**src/rtl/core/tcrct_pkg.sv**
```systemverilog
// ----------------------------------------------------------------------------
// tcrct_pkg
// Shared codes and types for the Type-C role and cable tracker.
// ----------------------------------------------------------------------------
`default_nettype none

package tcrct_pkg;

    // opcodes
    localparam logic [1:0] OP_POWER = 2'd0;
    localparam logic [1:0] OP_DATA  = 2'd1;
    localparam logic [1:0] OP_CABLE = 2'd2;

    // roles (power: sink/source, data: ufp/dfp)
    localparam logic [1:0] ROLE_NONE = 2'd0;
    localparam logic [1:0] ROLE_SNK  = 2'd1;
    localparam logic [1:0] ROLE_SRC  = 2'd2;
    localparam logic [1:0] ROLE_SWAP = 2'd3;

    // result kinds
    localparam logic [1:0] KIND_NOTICE = 2'd0;
    localparam logic [1:0] KIND_POLICY = 2'd1;
    localparam logic [1:0] KIND_PULL   = 2'd2;
    localparam logic [1:0] KIND_NONE   = 2'd3;

    // cable ids
    localparam logic [1:0] CBL_TYPEC_SRC = 2'd0;
    localparam logic [1:0] CBL_TYPEC_SNK = 2'd1;
    localparam logic [1:0] CBL_USB_DEV   = 2'd2;
    localparam logic [1:0] CBL_USB_HOST  = 2'd3;

    // policy events
    localparam logic [1:0] POL_UFP_CONN = 2'd0;
    localparam logic [1:0] POL_UFP_DISC = 2'd1;
    localparam logic [1:0] POL_DFP_CONN = 2'd2;
    localparam logic [1:0] POL_DFP_DISC = 2'd3;

    // most results one request can cause
    localparam int unsigned MAX_RESULTS = 3;

    typedef struct packed {
        logic [1:0] kind;
        logic [1:0] cable;
        logic       att;
        logic       pu;
        logic [1:0] pol;
    } t_item;

endpackage

`default_nettype wire

```
**src/rtl/core/typec_role_and_cable_tracker_unit.sv**
```systemverilog
// ----------------------------------------------------------------------------
// typec_role_and_cable_tracker_unit
// Tracks Type-C power/data roles and cable attach states; emits cable
// notices, policy events and CC pull commands for each request.
// ----------------------------------------------------------------------------
//
//  channel | handshake            | payload
//  --------+----------------------+-----------------------------------------
//  in      | i_valid / o_stall    | opcode, requested_role, cable_is_provider,
//          |                      | cable_plugged
//  out     | o_valid / i_stall    | event_kind, cable_id, notice_attached,
//          |                      | pull_up, policy_event, status, last
//
//  A request is decoded in the cycle it is accepted: the role/attach state
//  and a burst buffer of one to three results load at that edge. Results
//  leave one per cycle while i_stall is low. A new request is taken in
//  the same cycle the last result of the previous burst is taken.
//  Synchronous active-low reset clears all roles and attach states and
//  empties the burst buffer. i_stall holds the current result in place.
// ----------------------------------------------------------------------------
`default_nettype none

module typec_role_and_cable_tracker_unit (
    input  wire logic       i_clk,
    input  wire logic       i_rst_n,
    // request channel
    input  wire logic       i_valid,
    output logic            o_stall,
    input  wire logic [1:0] i_opcode,
    input  wire logic [1:0] i_requested_role,
    input  wire logic       i_cable_is_provider,
    input  wire logic       i_cable_plugged,
    // result channel
    output logic            o_valid,
    input  wire logic       i_stall,
    output logic [1:0]      o_event_kind,
    output logic [1:0]      o_cable_id,
    output logic            o_notice_attached,
    output logic            o_pull_up,
    output logic [1:0]      o_policy_event,
    output logic            o_provider_is_attached,
    output logic            o_consumer_is_attached,
    output logic [1:0]      o_power_role_now,
    output logic [1:0]      o_data_role_now,
    output logic            o_last
);

    // role and attach state
    logic [1:0] r_pwr_cur, r_pwr_prev, r_data_cur, r_data_prev;
    logic       r_prov, r_cons;
    logic [1:0] n_pwr_cur, n_pwr_prev, n_data_cur, n_data_prev;
    logic       n_prov, n_cons;

    // burst buffer
    tcrct_pkg::t_item r_item [tcrct_pkg::MAX_RESULTS];
    tcrct_pkg::t_item n_item [tcrct_pkg::MAX_RESULTS];
    logic [1:0]       r_last_idx, n_last_idx;
    logic [1:0]       r_idx;
    logic             r_valid;

    logic in_acc, out_acc, burst_end;

    assign burst_end = (r_idx == r_last_idx);
    assign out_acc   = r_valid && !i_stall;
    // take a new request when the buffer is empty or drains this cycle
    assign o_stall   = r_valid && !(out_acc && burst_end);
    assign in_acc    = i_valid && !o_stall;

    // ------------------------------------------------------------------
    // Request decode: next state and the results in emission order
    // ------------------------------------------------------------------
    always_comb begin
        logic [1:0] cnt;
        logic       take;
        logic       do_pull;
        logic       pu;
        logic [1:0] eff;
        logic [1:0] cbl;
        logic       att;

        cnt     = 2'd0;
        take    = 1'b0;
        do_pull = 1'b0;
        pu      = 1'b0;
        eff     = r_data_cur;
        cbl     = tcrct_pkg::CBL_TYPEC_SRC;
        att     = 1'b0;

        n_pwr_cur   = r_pwr_cur;
        n_pwr_prev  = r_pwr_prev;
        n_data_cur  = r_data_cur;
        n_data_prev = r_data_prev;
        n_prov      = r_prov;
        n_cons      = r_cons;
        for (int k = 0; k < tcrct_pkg::MAX_RESULTS; k++) begin
            n_item[k] = '0;
        end

        unique case (i_opcode)
            tcrct_pkg::OP_POWER: begin
                if (i_requested_role != r_pwr_cur) begin
                    take = 1'b1;
                    case (i_requested_role)
                        tcrct_pkg::ROLE_SWAP: begin
                            if (r_pwr_cur == tcrct_pkg::ROLE_SRC) begin
                                n_prov = 1'b0;
                                n_item[cnt] = '{tcrct_pkg::KIND_NOTICE,
                                                tcrct_pkg::CBL_TYPEC_SRC, 1'b0, 1'b0, 2'd0};
                                cnt     = cnt + 2'd1;
                                do_pull = 1'b1;
                                pu      = 1'b0;
                            end else if (r_pwr_cur == tcrct_pkg::ROLE_SNK) begin
                                n_cons = 1'b0;
                                n_item[cnt] = '{tcrct_pkg::KIND_NOTICE,
                                                tcrct_pkg::CBL_TYPEC_SNK, 1'b0, 1'b0, 2'd0};
                                cnt     = cnt + 2'd1;
                                do_pull = 1'b1;
                                pu      = 1'b1;
                            end else begin
                                // swap from none: ignore
                                take = 1'b0;
                            end
                        end
                        tcrct_pkg::ROLE_SNK: begin
                            if (r_pwr_cur == tcrct_pkg::ROLE_SWAP &&
                                r_pwr_prev == tcrct_pkg::ROLE_SNK) begin
                                do_pull = 1'b1;
                                pu      = 1'b0;
                            end else if (r_pwr_cur == tcrct_pkg::ROLE_SRC &&
                                         r_pwr_prev == tcrct_pkg::ROLE_SWAP) begin
                                do_pull = 1'b1;
                                pu      = 1'b0;
                                n_prov  = 1'b0;
                                n_item[cnt] = '{tcrct_pkg::KIND_NOTICE,
                                                tcrct_pkg::CBL_TYPEC_SRC, 1'b0, 1'b0, 2'd0};
                                cnt = cnt + 2'd1;
                            end
                            n_cons = 1'b1;
                            n_item[cnt] = '{tcrct_pkg::KIND_NOTICE,
                                            tcrct_pkg::CBL_TYPEC_SNK, 1'b1, 1'b0, 2'd0};
                            cnt = cnt + 2'd1;
                        end
                        tcrct_pkg::ROLE_SRC: begin
                            if (r_pwr_cur == tcrct_pkg::ROLE_SWAP &&
                                r_pwr_prev == tcrct_pkg::ROLE_SRC) begin
                                do_pull = 1'b1;
                                pu      = 1'b1;
                            end
                            n_prov = 1'b1;
                            n_item[cnt] = '{tcrct_pkg::KIND_NOTICE,
                                            tcrct_pkg::CBL_TYPEC_SRC, 1'b1, 1'b0, 2'd0};
                            cnt = cnt + 2'd1;
                        end
                        default: begin
                            // none: detach notice only; from swap it has no cable
                            if (r_pwr_cur == tcrct_pkg::ROLE_SRC) begin
                                n_item[cnt] = '{tcrct_pkg::KIND_NOTICE,
                                                tcrct_pkg::CBL_TYPEC_SRC, 1'b0, 1'b0, 2'd0};
                                cnt = cnt + 2'd1;
                            end else if (r_pwr_cur == tcrct_pkg::ROLE_SNK) begin
                                n_item[cnt] = '{tcrct_pkg::KIND_NOTICE,
                                                tcrct_pkg::CBL_TYPEC_SNK, 1'b0, 1'b0, 2'd0};
                                cnt = cnt + 2'd1;
                            end
                        end
                    endcase
                    if (take) begin
                        n_pwr_prev = r_pwr_cur;
                        n_pwr_cur  = i_requested_role;
                        if (do_pull) begin
                            n_item[cnt] = '{tcrct_pkg::KIND_PULL, 2'd0, 1'b0, pu, 2'd0};
                            cnt = cnt + 2'd1;
                        end
                    end
                end
            end
            tcrct_pkg::OP_DATA: begin
                if (i_requested_role != r_data_cur) begin
                    take = 1'b1;
                    if (i_requested_role == tcrct_pkg::ROLE_SWAP ||
                        i_requested_role == tcrct_pkg::ROLE_NONE) begin
                        // leaving a swap detaches the cable of the role before it
                        if (i_requested_role == tcrct_pkg::ROLE_NONE &&
                            r_data_cur == tcrct_pkg::ROLE_SWAP) begin
                            eff = r_data_prev;
                        end
                        att = 1'b0;
                        if (eff == tcrct_pkg::ROLE_SRC) begin
                            cbl = tcrct_pkg::CBL_USB_HOST;
                        end else if (eff == tcrct_pkg::ROLE_SNK) begin
                            cbl = tcrct_pkg::CBL_USB_DEV;
                        end else begin
                            take = 1'b0;
                        end
                    end else if (i_requested_role == tcrct_pkg::ROLE_SNK) begin
                        cbl = tcrct_pkg::CBL_USB_DEV;
                        att = 1'b1;
                    end else begin
                        cbl = tcrct_pkg::CBL_USB_HOST;
                        att = 1'b1;
                    end
                    if (take) begin
                        n_data_prev = r_data_cur;
                        n_data_cur  = i_requested_role;
                        n_item[cnt] = '{tcrct_pkg::KIND_NOTICE, cbl, att, 1'b0, 2'd0};
                        cnt = cnt + 2'd1;
                    end
                end
            end
            tcrct_pkg::OP_CABLE: begin
                if (!i_cable_is_provider) begin
                    if (i_cable_plugged != r_cons) begin
                        n_cons = i_cable_plugged;
                        n_item[cnt] = '{tcrct_pkg::KIND_POLICY, 2'd0, 1'b0, 1'b0,
                                        i_cable_plugged ? tcrct_pkg::POL_UFP_CONN
                                                        : tcrct_pkg::POL_UFP_DISC};
                        cnt = cnt + 2'd1;
                    end
                end else begin
                    if (i_cable_plugged != r_prov) begin
                        n_prov = i_cable_plugged;
                        n_item[cnt] = '{tcrct_pkg::KIND_POLICY, 2'd0, 1'b0, 1'b0,
                                        i_cable_plugged ? tcrct_pkg::POL_DFP_CONN
                                                        : tcrct_pkg::POL_DFP_DISC};
                        cnt = cnt + 2'd1;
                    end
                end
            end
            default: begin
                // unused opcode: no state change, only the KIND_NONE result
            end
        endcase

        if (cnt == 2'd0) begin
            n_item[0] = '{tcrct_pkg::KIND_NONE, 2'd0, 1'b0, 1'b0, 2'd0};
            cnt = 2'd1;
        end
        n_last_idx = cnt - 2'd1;
    end

    // ------------------------------------------------------------------
    // State and burst registers
    // ------------------------------------------------------------------
    always_ff @(posedge i_clk) begin
        if (!i_rst_n) begin
            r_pwr_cur   <= tcrct_pkg::ROLE_NONE;
            r_pwr_prev  <= tcrct_pkg::ROLE_NONE;
            r_data_cur  <= tcrct_pkg::ROLE_NONE;
            r_data_prev <= tcrct_pkg::ROLE_NONE;
            r_prov      <= 1'b0;
            r_cons      <= 1'b0;
            r_valid     <= 1'b0;
            r_idx       <= 2'd0;
            r_last_idx  <= 2'd0;
        end else if (in_acc) begin
            // load the new burst and commit the state
            r_pwr_cur   <= n_pwr_cur;
            r_pwr_prev  <= n_pwr_prev;
            r_data_cur  <= n_data_cur;
            r_data_prev <= n_data_prev;
            r_prov      <= n_prov;
            r_cons      <= n_cons;
            r_valid     <= 1'b1;
            r_idx       <= 2'd0;
            r_last_idx  <= n_last_idx;
        end else if (out_acc) begin
            // advance through the burst, drop valid after the last result
            if (burst_end) begin
                r_valid <= 1'b0;
            end else begin
                r_idx <= r_idx + 2'd1;
            end
        end
    end

    always_ff @(posedge i_clk) begin
        if (in_acc) begin
            r_item <= n_item;
        end
    end

    // ------------------------------------------------------------------
    // Outputs: state is stable while a burst drains
    // ------------------------------------------------------------------
    assign o_valid                = r_valid;
    assign o_event_kind           = r_item[r_idx].kind;
    assign o_cable_id             = r_item[r_idx].cable;
    assign o_notice_attached      = r_item[r_idx].att;
    assign o_pull_up              = r_item[r_idx].pu;
    assign o_policy_event         = r_item[r_idx].pol;
    assign o_provider_is_attached = r_prov;
    assign o_consumer_is_attached = r_cons;
    assign o_power_role_now       = r_pwr_cur;
    assign o_data_role_now        = r_data_cur;
    assign o_last                 = burst_end;

endmodule

`default_nettype wire
```
**config.mk**
```make
export PLATFORM = sky130hd
export DESIGN_NAME = typec_role_and_cable_tracker_unit
export DESIGN_NICKNAME = d
export VERILOG_FILES = /design/src/rtl/core/tcrct_pkg.sv /design/src/rtl/core/typec_role_and_cable_tracker_unit.sv
export SDC_FILE = /design/constraint.sdc
export NUM_CORES = 1
export LEC_CHECK = 0
export BUFFER_PORTS_ARGS = -buffer_cell sky130_fd_sc_hd__clkbuf_2
export CAP_MARGIN = 40
export CORE_ASPECT_RATIO = 1.25
export CORE_MARGIN = 5
export CORE_UTILIZATION = 57
export DETAILED_ROUTE_END_ITERATION = 7
export PLACE_DENSITY_LB_ADDON = 0.3
export SYNTH_ARGS = -nofsm -noshare
export SYNTH_HDL_FRONTEND = slang
export SYNTH_SLANG_ARGS = --single-unit
```
**constraint.sdc**
```tcl
create_clock -name i_clk -period 3.5 [get_ports i_clk]
set_input_delay 0.525 -clock i_clk [delete_from_list [all_inputs] [get_ports i_clk]]
set_output_delay 0.525 -clock i_clk [all_outputs]
set_load 0.02 [all_outputs]
```
==> metrics.txt, run 1 <==
# TYPE chip_impl_metric gauge
chip_impl_metric{name="synth_area_in_compound_gates",unit="%"} 17.3
chip_impl_metric{name="synth_enable_flop_cells",unit=""} 13
chip_impl_info{name="outcome",value="completed"} 1
chip_impl_metric{name="reg2regPathDepth",unit=""} 9
chip_impl_metric{name="syn_area_per_cell",unit="µm²"} 9.24
chip_impl_metric{name="rrSetupSlack",unit="ps"} 920
chip_impl_metric{name="worst_ir_drop_vdd",unit="V"} 0.000189
chip_impl_metric{name="placement_rows",unit=""} 23
chip_impl_metric{name="track_usage",unit="%"} 17.7
chip_impl_metric{name="synth.yosys.seq_area_share",unit="%"} 36.6
chip_impl_metric{name="route.final.wire_length",unit="µm"} 3770
chip_impl_metric{name="crit_path_max_fanout",unit=""} 8
chip_impl_metric{name="syn_inst",unit=""} 204
chip_impl_metric{name="total_vias_in_the_final_route",unit=""} 1548
chip_impl_info{name="rsz_0062_raised_after_global_routing",value="false"} 1
chip_impl_metric{name="clkLatencyLatePin",unit="ps"} 270
chip_impl_info{name="min_path_type",value="flip-flop to flip-flop"} 1
chip_impl_info{name="cp_common_cell",value="sky130_fd_sc_hd__ha_1"} 1
chip_impl_metric{name="finalWeightedCongestion",unit=""} 0.884
chip_impl_metric{name="wire_per_inst",unit="µm"} 14.2
chip_impl_metric{name="timing.critical_path.required",unit="ps"} 3530
chip_impl_info{name="worstSetupStartpointType",value="primary input"} 1
chip_impl_metric{name="tightestPinTransition",unit="ps"} 458
chip_impl_metric{name="number_of_different_library_cells_in_the_post_synthesis_netlist",unit=""} 43
chip_impl_metric{name="io_buffer_count",unit=""} 26
chip_impl_metric{name="grt_max_degree",unit=""} 18
chip_impl_metric{name="postSynth.asyncResetShare",unit="%"} 0
chip_impl_metric{name="cts_buffers",unit=""} 3
chip_impl_metric{name="synthesis.nets",unit=""} 229
chip_impl_metric{name="timing.final.crit_share",unit="%"} 79.1
chip_impl_metric{name="clock_tree.htree_level_count",unit=""} 1
chip_impl_metric{name="synth_seq_cells",unit=""} 28
chip_impl_info{name="clockRootBuffer",value="sky130_fd_sc_hd__clkbuf_8"} 1
chip_impl_info{name="final_common_cell",value="sky130_fd_sc_hd__clkbuf_2"} 1
chip_impl_metric{name="cts.clk_slew.worst_paths",unit="ps"} 90
chip_impl_metric{name="drt.antenna.violating_nets",unit=""} 0
chip_impl_metric{name="dr.pass1.iters",unit=""} 5
chip_impl_info{name="timing.setup.critical_path_class",value="primary input to flip-flop"} 1
chip_impl_metric{name="cts_buffer_depth",unit=""} 2
chip_impl_metric{name="skew",unit="ps"} 2.14
chip_impl_info{name="tritoncts",value="done"} 1
chip_impl_info{name="most_used_cells_in_the_layout_excluding_fill_and_tap_cells",value="sky130_fd_sc_hd__clkbuf_2, sky130_fd_sc_hd__nand2_1, sky130_fd_sc_hd__ha_1, sky130_fd_sc_hd__dfxtp_1"} 1
chip_impl_metric{name="area_growth",unit="%"} 10.6
chip_impl_info{name="crit_end",value="r_item[18]$_SDFFCE_PN0P_"} 1
chip_impl_metric{name="p_total",unit="W"} 0.000655
chip_impl_metric{name="final_period_minus_worst_setup_slack",unit="ps"} 2770
chip_impl_metric{name="drc",unit=""} 0
chip_impl_metric{name="number_of_global_route_vias_before_repair",unit=""} 1540
chip_impl_metric{name="die_height",unit="µm"} 74.3
chip_impl_info{name="critPathCaptureType",value="flip-flop"} 1
chip_impl_metric{name="coreArea",unit="µm²"} 3190
chip_impl_metric{name="final.fill_count",unit=""} 311
chip_impl_metric{name="final-hold-violation-count",unit=""} 0
chip_impl_metric{name="detailedPlacementHpwl",unit="µm"} 3030
chip_impl_metric{name="boundaryPins",unit=""} 27
chip_impl_metric{name="syn_area",unit="µm²"} 1890
chip_impl_metric{name="ys_warn_count",unit=""} 0
chip_impl_info{name="synth_top_family_by_area",value="simple AND/OR/NAND/NOR gates"} 1
chip_impl_metric{name="cts_hold_buffers",unit=""} 0
chip_impl_metric{name="maxCapViolations",unit=""} 0
chip_impl_metric{name="final_core_util",unit="%"} 65.3
chip_impl_metric{name="post_synth_and_or_nand_nor_area_fraction",unit="%"} 22.4
chip_impl_metric{name="post_synth_fa_ha_maj_area_fraction",unit="%"} 9.95
chip_impl_metric{name="stdcell_count",unit=""} 266
chip_impl_metric{name="max_slew_margin",unit="%"} 69.4
chip_impl_metric{name="setup_viol",unit=""} 0
chip_impl_metric{name="timing.fmax",unit="GHz"} 0.361
chip_impl_metric{name="power.leakage",unit="nW"} 0.916
chip_impl_metric{name="cts_repair_resize_count",unit=""} 0
chip_impl_metric{name="antenna_found_initial",unit=""} 0
chip_impl_metric{name="layout_nets",unit=""} 255
chip_impl_metric{name="drt_iter0_markers",unit=""} 62
chip_impl_metric{name="numPlacedInstances",unit=""} 262
chip_impl_metric{name="number_of_max_slew_violations_in_the_final_report",unit=""} 0
chip_impl_metric{name="worst_ep_arrival_time",unit="ps"} 2800
chip_impl_metric{name="synthXorXnorAreaFrac",unit="%"} 3.72
chip_impl_metric{name="start_util",unit="%"} 59.0
chip_impl_metric{name="cts_setup_buffers",unit=""} 0
chip_impl_metric{name="floorplan.die.width",unit="µm"} 61.4
chip_impl_metric{name="overflow",unit=""} 0
chip_impl_metric{name="cellPowerDensity",unit="nW/µm²"} 314
chip_impl_metric{name="grt_first_pass_wirelength",unit="µm"} 6240
chip_impl_info{name="critical_path.startpoint",value="i_requested_role[0]"} 1
chip_impl_metric{name="cts_sinks",unit=""} 28
chip_impl_info{name="cpMaxStageDelayCell",value="sky130_fd_sc_hd__ha_1"} 1
chip_impl_metric{name="viasPerCell",unit=""} 5.82
chip_impl_info{name="crit-reg2reg-launch",value="o_power_role_now[0]$_SDFFE_PN0P_"} 1
chip_impl_metric{name="cp_slowest_stage_delay",unit="ps"} 400
chip_impl_info{name="timing.critical_path.cells",value="clkbuf_2 -> inv_1 -> ha_1 -> and2_1 -> a221o_1 -> ha_1 -> a311oi_1 -> o21bai_1 -> o211ai_1 -> and3_1"} 1
chip_impl_metric{name="die-area",unit="µm²"} 4570
chip_impl_info{name="reg2reg_to",value="r_item[18]$_SDFFCE_PN0P_"} 1
chip_impl_metric{name="synthMuxAreaShare",unit="%"} 6.37
chip_impl_metric{name="fin_tns_setup",unit="ps"} 0
chip_impl_metric{name="n_antenna_cell",unit=""} 0
chip_impl_info{name="synthFlopType",value="sky130_fd_sc_hd__dfxtp_1"} 1
chip_impl_metric{name="drive_above_1_share",unit="%"} 14.0
synthesized netlist by cell type, types with 2 or more instances:
cell | number | area [µm²]
sky130_fd_sc_hd__clkbuf_1 | 3 | 11.3
sky130_fd_sc_hd__nand2b_1 | 6 | 37.5
sky130_fd_sc_hd__nand3_1 | 7 | 35.0
sky130_fd_sc_hd__edfxtp_1 | 13 | 390
sky130_fd_sc_hd__a21oi_1 | 8 | 40.0
sky130_fd_sc_hd__dfxtp_1 | 15 | 300
sky130_fd_sc_hd__ha_1 | 15 | 188
sky130_fd_sc_hd__a21boi_0 | 3 | 22.5
sky130_fd_sc_hd__and2_1 | 13 | 81.3
sky130_fd_sc_hd__mux2i_1 | 12 | 120
sky130_fd_sc_hd__o21a_1 | 2 | 15.0
sky130_fd_sc_hd__buf_2 | 2 | 10.0
sky130_fd_sc_hd__nand2_1 | 19 | 71.3
sky130_fd_sc_hd__o21bai_1 | 3 | 22.5
sky130_fd_sc_hd__nand3b_1 | 2 | 15.0
sky130_fd_sc_hd__a221o_1 | 2 | 20.0
sky130_fd_sc_hd__nand4b_1 | 2 | 17.5
sky130_fd_sc_hd__o311a_1 | 2 | 20.0
sky130_fd_sc_hd__inv_1 | 13 | 48.8
sky130_fd_sc_hd__nor2b_1 | 9 | 56.3
sky130_fd_sc_hd__o21ai_0 | 10 | 50.1
sky130_fd_sc_hd__and3_1 | 3 | 18.8
sky130_fd_sc_hd__a31oi_1 | 3 | 18.8
sky130_fd_sc_hd__xor2_1 | 3 | 26.3
sky130_fd_sc_hd__xnor2_1 | 5 | 43.8
sky130_fd_sc_hd__nor3b_1 | 2 | 15.0
sky130_fd_sc_hd__nor2_1 | 9 | 33.8
sky130_fd_sc_hd__nor3_1 | 3 | 15.0
power by group:
group,switching (W),internal [W],total [W],leakage (nW)
clock,0.0000941,0.0000815,0.000176,0.0228
sequential,0.00000535,0.000354,0.000359,0.250
combinational,0.0000752,0.0000449,0.000120,0.643
total,0.000175,0.000480,0.000655,0.916
worst min-delay path by stage:
| stage | cells past startpoint | start | endpoint | slack [ps] |
|---|---|---|---|---|
| final | 2 | o_provider_is_attached$_SDFFE_PN0P_ | o_provider_is_attached$_SDFFE_PN0P_ | 480 |
| after floorplan | 2 | r_last_idx[0]$_SDFFE_PN0P_ | r_last_idx[0]$_SDFFE_PN0P_ | 460 |
| after global routing | 2 | r_last_idx[0]$_SDFFE_PN0P_ | r_last_idx[0]$_SDFFE_PN0P_ | 520 |
| after global placement | 2 | o_provider_is_attached$_SDFFE_PN0P_ | o_provider_is_attached$_SDFFE_PN0P_ | 470 |
| after detailed placement | 2 | o_provider_is_attached$_SDFFE_PN0P_ | o_provider_is_attached$_SDFFE_PN0P_ | 470 |
| after CTS | 2 | o_provider_is_attached$_SDFFE_PN0P_ | o_provider_is_attached$_SDFFE_PN0P_ | 490 |
area by class of cell:
cell class / instances / area (µm²) / share of cell area [%]
Clock buffer: 4 / 45.0 / 2.16
Sequential cell: 28 / 691 / 33.1
Multi-Input combinational cell: 158 / 1120 / 53.9
Tap cell: 37 / 46.3 / 2.22
Inverter: 13 / 48.8 / 2.34
Timing Repair Buffer: 26 / 130 / 6.24
layer usage:
metal / share of wire (%) / track usage, % / up-vias / wire length [µm]
li1: - / - / 781 / -
met1: 42 / 20.5 / 715 / 1590
met2: 52 / 32.8 / 46 / 1970
met3: 4.6 / 2.26 / 6 / 172
met4: 1.2 / 5.66 / 0 / 46
met5: 0 / 0 / - / 0
state kept, by name (all words and copies together) (netlist names):
register,flops
r_data_prev,2
r_pwr_prev,2
o_power_role_now,2
r_idx,2
r_item,13
o_data_role_now,2
o_valid,1
r_last_idx,2
o_consumer_is_attached,1
o_provider_is_attached,1
cell families after synthesis:
family | after synthesis
buffers and inverters | 18
xor gates and xnor gates | 8
AOI/OAI and AO/OA | 45
adders and majority gates | 15
DFF | 28
muxes | 12
and+or+nand+nor | 78
per-stage QoR:
| step | instance area (µm²) | setup WS, ps | hold slack, ps |
|---|---|---|---|
| 6_report | 2090 | 732 | 479 |
| 5_1_grt | 2090 | 630 | 524 |
| 4_1_cts | 2090 | 750 | 488 |
| 3_5_place_dp | 2040 | 457 | 475 |
| 3_3_place_gp | 2040 | 540 | 468 |
| 2_1_floorplan | 1890 | 874 | 457 |
critical path: cells and delay by family:
kind,cells,cell delay [ps]
and+or+nand+nor,2,410
adders and majority gates,2,690
AOI/OAI and AO/OA,4,910
buffers and inverters,2,270
(Power assumes the default switching activity.)
==> run 2, diff against run 1 <==
- ABC_AREA: unset -> 1
- CORE_UTILIZATION: 57 -> 52
- clock period: 3.5 -> 2.3 ns (I/O delays scaled with it)
==> run 2 against run 1 <==
- register-to-register slack lost 760 ps
- synthesized cell count grew 28%
- area after synthesis grew 3.6%
- cell count grew 26%
- clock skew grew 3.5 ps
- highest routed layer unchanged
- critical endpoint is now r_item[16]$_SDFFCE_PN0P_
==> metrics.txt, run 2 <==
# TYPE chip_impl_metric gauge
chip_impl_metric{name="worst_ir_drop_vdd",unit="V"} 0.000309
chip_impl_metric{name="floorplan.die.width",unit="µm"} 64.8
chip_impl_info{name="rsz_0062_raised_after_global_routing",value="false"} 1
chip_impl_metric{name="syn_inst",unit=""} 261
chip_impl_metric{name="final-hold-violation-count",unit=""} 0
chip_impl_metric{name="synth_enable_flop_cells",unit=""} 13
chip_impl_metric{name="clkLatencyLatePin",unit="ps"} 270
chip_impl_metric{name="clock_tree.htree_level_count",unit=""} 1
chip_impl_info{name="netlist.top_cell.by_area",value="sky130_fd_sc_hd__edfxtp_1"} 1
chip_impl_metric{name="tightestPinTransition",unit="ps"} 406
chip_impl_info{name="synth_top_cells_by_count",value="sky130_fd_sc_hd__nand2_1, sky130_fd_sc_hd__inv_1, sky130_fd_sc_hd__nand3_1"} 1
chip_impl_metric{name="ys_warn_count",unit=""} 0
chip_impl_metric{name="drc",unit=""} 0
chip_impl_info{name="final_common_cell",value="sky130_fd_sc_hd__nand2_1"} 1
chip_impl_metric{name="comb_power_share",unit="%"} 21.1
chip_impl_metric{name="drt.antenna.violating_nets",unit=""} 0
chip_impl_metric{name="seq_power_share",unit="%"} 51.0
chip_impl_metric{name="grt_max_degree",unit=""} 16
chip_impl_metric{name="total_vias_in_the_final_route",unit=""} 1739
chip_impl_metric{name="numPlacedInstances",unit=""} 330
chip_impl_metric{name="synth_top_area_share",unit="%"} 20.0
chip_impl_metric{name="final.fill_count",unit=""} 358
chip_impl_metric{name="overflow",unit=""} 0
chip_impl_metric{name="syn_area_per_cell",unit="µm²"} 7.49
chip_impl_info{name="critical_path.startpoint",value="o_power_role_now[0]$_SDFFE_PN0P_"} 1
chip_impl_metric{name="number_of_global_route_vias_before_repair",unit=""} 1659
chip_impl_info{name="cp_top_family",value="simple AND/OR/NAND/NOR gates"} 1
chip_impl_metric{name="synth.yosys.seq_area_share",unit="%"} 35.3
chip_impl_metric{name="wl_met1",unit="µm"} 1680
chip_impl_metric{name="drt_iter0_markers",unit=""} 65
chip_impl_metric{name="setup_viol",unit=""} 0
chip_impl_metric{name="cell_internal_pwr",unit="W"} 0.000777
chip_impl_metric{name="worst_ep_arrival_time",unit="ps"} 2180
chip_impl_metric{name="track_usage",unit="%"} 17.2
chip_impl_metric{name="power.leakage",unit="nW"} 1.09
chip_impl_metric{name="boundaryPins",unit=""} 27
chip_impl_metric{name="final_core_util",unit="%"} 59.5
chip_impl_metric{name="timing.final.crit_share",unit="%"} 93.0
chip_impl_metric{name="area_growth",unit="%"} 13.4
chip_impl_info{name="tritoncts",value="done"} 1
chip_impl_info{name="crit-reg2reg-launch",value="o_power_role_now[0]$_SDFFE_PN0P_"} 1
chip_impl_metric{name="skew",unit="ps"} 5.65
chip_impl_metric{name="cts.clk_slew.worst_paths",unit="ps"} 100
chip_impl_metric{name="synthesis.nets",unit=""} 286
chip_impl_info{name="worstSetupStartpointType",value="flip-flop"} 1
chip_impl_metric{name="number_of_max_slew_violations_in_the_final_report",unit=""} 0
chip_impl_info{name="most_used_cells_in_the_layout_excluding_fill_and_tap_cells",value="sky130_fd_sc_hd__nand2_1, sky130_fd_sc_hd__inv_1, sky130_fd_sc_hd__clkbuf_2, sky130_fd_sc_hd__nand3_1, sky130_fd_sc_hd__nor2_1"} 1
chip_impl_metric{name="met2WireLength",unit="µm"} 2100
chip_impl_metric{name="io_buffer_count",unit=""} 26
chip_impl_metric{name="route.final.wire_length",unit="µm"} 4000
chip_impl_metric{name="max_slew_margin",unit="%"} 72.9
chip_impl_info{name="hold_path.startpoint",value="i_stall"} 1
chip_impl_metric{name="start_util",unit="%"} 52.5
chip_impl_metric{name="p_clk_share",unit="%"} 27.9
chip_impl_metric{name="final_period_minus_worst_setup_slack",unit="ps"} 2140
chip_impl_metric{name="coreArea",unit="µm²"} 3720
chip_impl_metric{name="grt_first_pass_wirelength",unit="µm"} 7070
chip_impl_info{name="most_flop_heavy_register",value="r_item"} 1
chip_impl_metric{name="cts_buffers",unit=""} 3
chip_impl_metric{name="dr.pass1.iters",unit=""} 4
chip_impl_info{name="critPathCaptureType",value="flip-flop"} 1
chip_impl_metric{name="syn_area",unit="µm²"} 1950
chip_impl_metric{name="swShare",unit="%"} 28.6
chip_impl_metric{name="cellPowerDensity",unit="nW/µm²"} 491
chip_impl_metric{name="number_of_different_library_cells_in_the_post_synthesis_netlist",unit=""} 34
chip_impl_metric{name="cts_buffer_depth",unit=""} 2
chip_impl_info{name="cpMaxStageDelayCell",value="sky130_fd_sc_hd__dfxtp_1"} 1
chip_impl_info{name="clockRootBuffer",value="sky130_fd_sc_hd__clkbuf_8"} 1
chip_impl_info{name="synthFlopType",value="sky130_fd_sc_hd__dfxtp_1"} 1
chip_impl_info{name="synthTopCellsByArea",value="sky130_fd_sc_hd__edfxtp_1, sky130_fd_sc_hd__dfxtp_1, sky130_fd_sc_hd__nand2_1"} 1
chip_impl_info{name="maxUsedRoutingLayer",value="met4"} 1
chip_impl_metric{name="cp_bufs_invs",unit=""} 3
chip_impl_metric{name="layout_nets",unit=""} 320
chip_impl_info{name="synth.most_common_cell",value="sky130_fd_sc_hd__nand2_1"} 1
chip_impl_metric{name="timing.critical_path.required",unit="ps"} 2340
chip_impl_metric{name="cp_slowest_stage_delay",unit="ps"} 320
chip_impl_metric{name="die_height",unit="µm"} 78.5
chip_impl_metric{name="drive_above_1_share",unit="%"} 20.4
chip_impl_info{name="min_path_type",value="primary input to flip-flop"} 1
chip_impl_metric{name="cts_setup_buffers",unit=""} 0
chip_impl_metric{name="largest_register_ffs",unit=""} 13
chip_impl_metric{name="fin_tns_setup",unit="ps"} 0
chip_impl_metric{name="cts_sinks",unit=""} 28
chip_impl_metric{name="rrSetupSlack",unit="ps"} 160
chip_impl_metric{name="maxCapViolations",unit=""} 0
chip_impl_info{name="timing.setup.critical_path_class",value="flip-flop to flip-flop"} 1
chip_impl_metric{name="n_antenna_cell",unit=""} 0
chip_impl_metric{name="setup_ws",unit="ps"} 162
chip_impl_metric{name="met3_wirelength",unit="µm"} 170
chip_impl_metric{name="timing.fmax",unit="GHz"} 0.468
chip_impl_metric{name="crit_path_max_fanout",unit=""} 6
chip_impl_metric{name="postSynth.asyncResetShare",unit="%"} 0
chip_impl_metric{name="viasPerCell",unit=""} 5.21
chip_impl_info{name="outcome",value="completed"} 1
chip_impl_metric{name="preCtsSetupSlack",unit="ps"} 46.7
chip_impl_metric{name="die-area",unit="µm²"} 5090
chip_impl_metric{name="wire_per_inst",unit="µm"} 12.0
chip_impl_metric{name="p_switching",unit="W"} 0.000311
chip_impl_metric{name="antenna_found_initial",unit=""} 0
chip_impl_info{name="timing.critical_path.cells",value="inv_1 -> ha_2 -> nand3_1 -> nand2_1 -> nand3_1 -> nand2_2 -> inv_1 -> ha_1 -> nand4_1 -> nand3_1 -> nand3_2 -> nand2_1 -> inv_1"} 1
chip_impl_metric{name="stdcell_count",unit=""} 334
chip_impl_metric{name="detailedPlacementHpwl",unit="µm"} 3280
chip_impl_metric{name="placement_rows",unit=""} 25
chip_impl_metric{name="synth_seq_cells",unit=""} 28
chip_impl_metric{name="finalWeightedCongestion",unit=""} 0.946
-- run 2: changes by cell type after synthesis, sizes merged, moves of 6 or more --
cell,change
nand2,+42
inv,+30
nand3,+20
nor2,+16
and2,-13
mux2i,-12
nor2b,-9
o21ai,+8
a21oi,+7
nand2b,-6
-- run 2: cells by family (layout without fill, tap and decap cells) --
group,Yosys count,in the layout,share of synthesized area (%)
simple gates,125,125,31.4
buf+inv,49,82,11.0
compound gates,41,41,11.3
flops,28,28,35.3
fa+ha+maj,15,15,9.60
xor+xnor,3,3,1.34
-- run 2: power groups by stage --
stage	registers (W)	clock network, W	logic (W)
6_report	0.000554	0.000304	0.000229
5_1_grt	0.000557	0.000335	0.000258
4_1_cts	0.000555	0.000313	0.000230
3_5_place_dp	0.000566	0	0.000228
3_3_place_gp	0.000566	0	0.000225
2_1_floorplan	0.000573	0	0.000152
-- run 2: final timing paths --
kind	to	cells after the start
hold reg to reg	r_data_prev[1]$_SDFFE_PN0P_	2
hold / removal	r_idx[0]$_SDFFE_PP0P_	3
setup reg to reg	r_item[16]$_SDFFCE_PN0P_	13
setup / recovery	r_item[16]$_SDFFCE_PN0P_	13
-- run 2: tightest hold or removal path, delay by kind of cell --
kind                   cells  cell delay, ps
AO/OA/AOI/OAI              1             130
buffers and inverters      1              90
AND/OR/NAND/NOR            1              60
-- run 2: metrics by stage --
step           instance area [µm²]  power (W)  hold WS (ps)
3_3_place_gp                  2160   0.000791           444
6_report                      2220    0.00109           382
3_5_place_dp                  2160   0.000794           449
2_1_floorplan                 1950   0.000725           429
4_1_cts                       2210    0.00110           377
5_1_grt                       2220    0.00115           423
-- run 2: cell type report --
cell class	instances	area (µm²)	share of cell area [%]
Inverter	43	171	7.74
Multi-Input combinational cell	184	1050	47.4
Sequential cell	28	691	31.2
Clock buffer	4	55.1	2.48
Tap cell	40	50.0	2.26
Timing Repair Buffer	35	198	8.92
-- run 2: metal layers --
metal,up-vias,global-route usage (%)
met1,779,19.9
met3,7,2.43
met4,0,4.44
met2,35,32.4
met5,-,0
li1,918,-
-- run 2: repair_timing --
action                                  CTS  global route
endpoints found under the setup margin    0             3
hold buffers                              0             0
gates resized for setup                   0             1
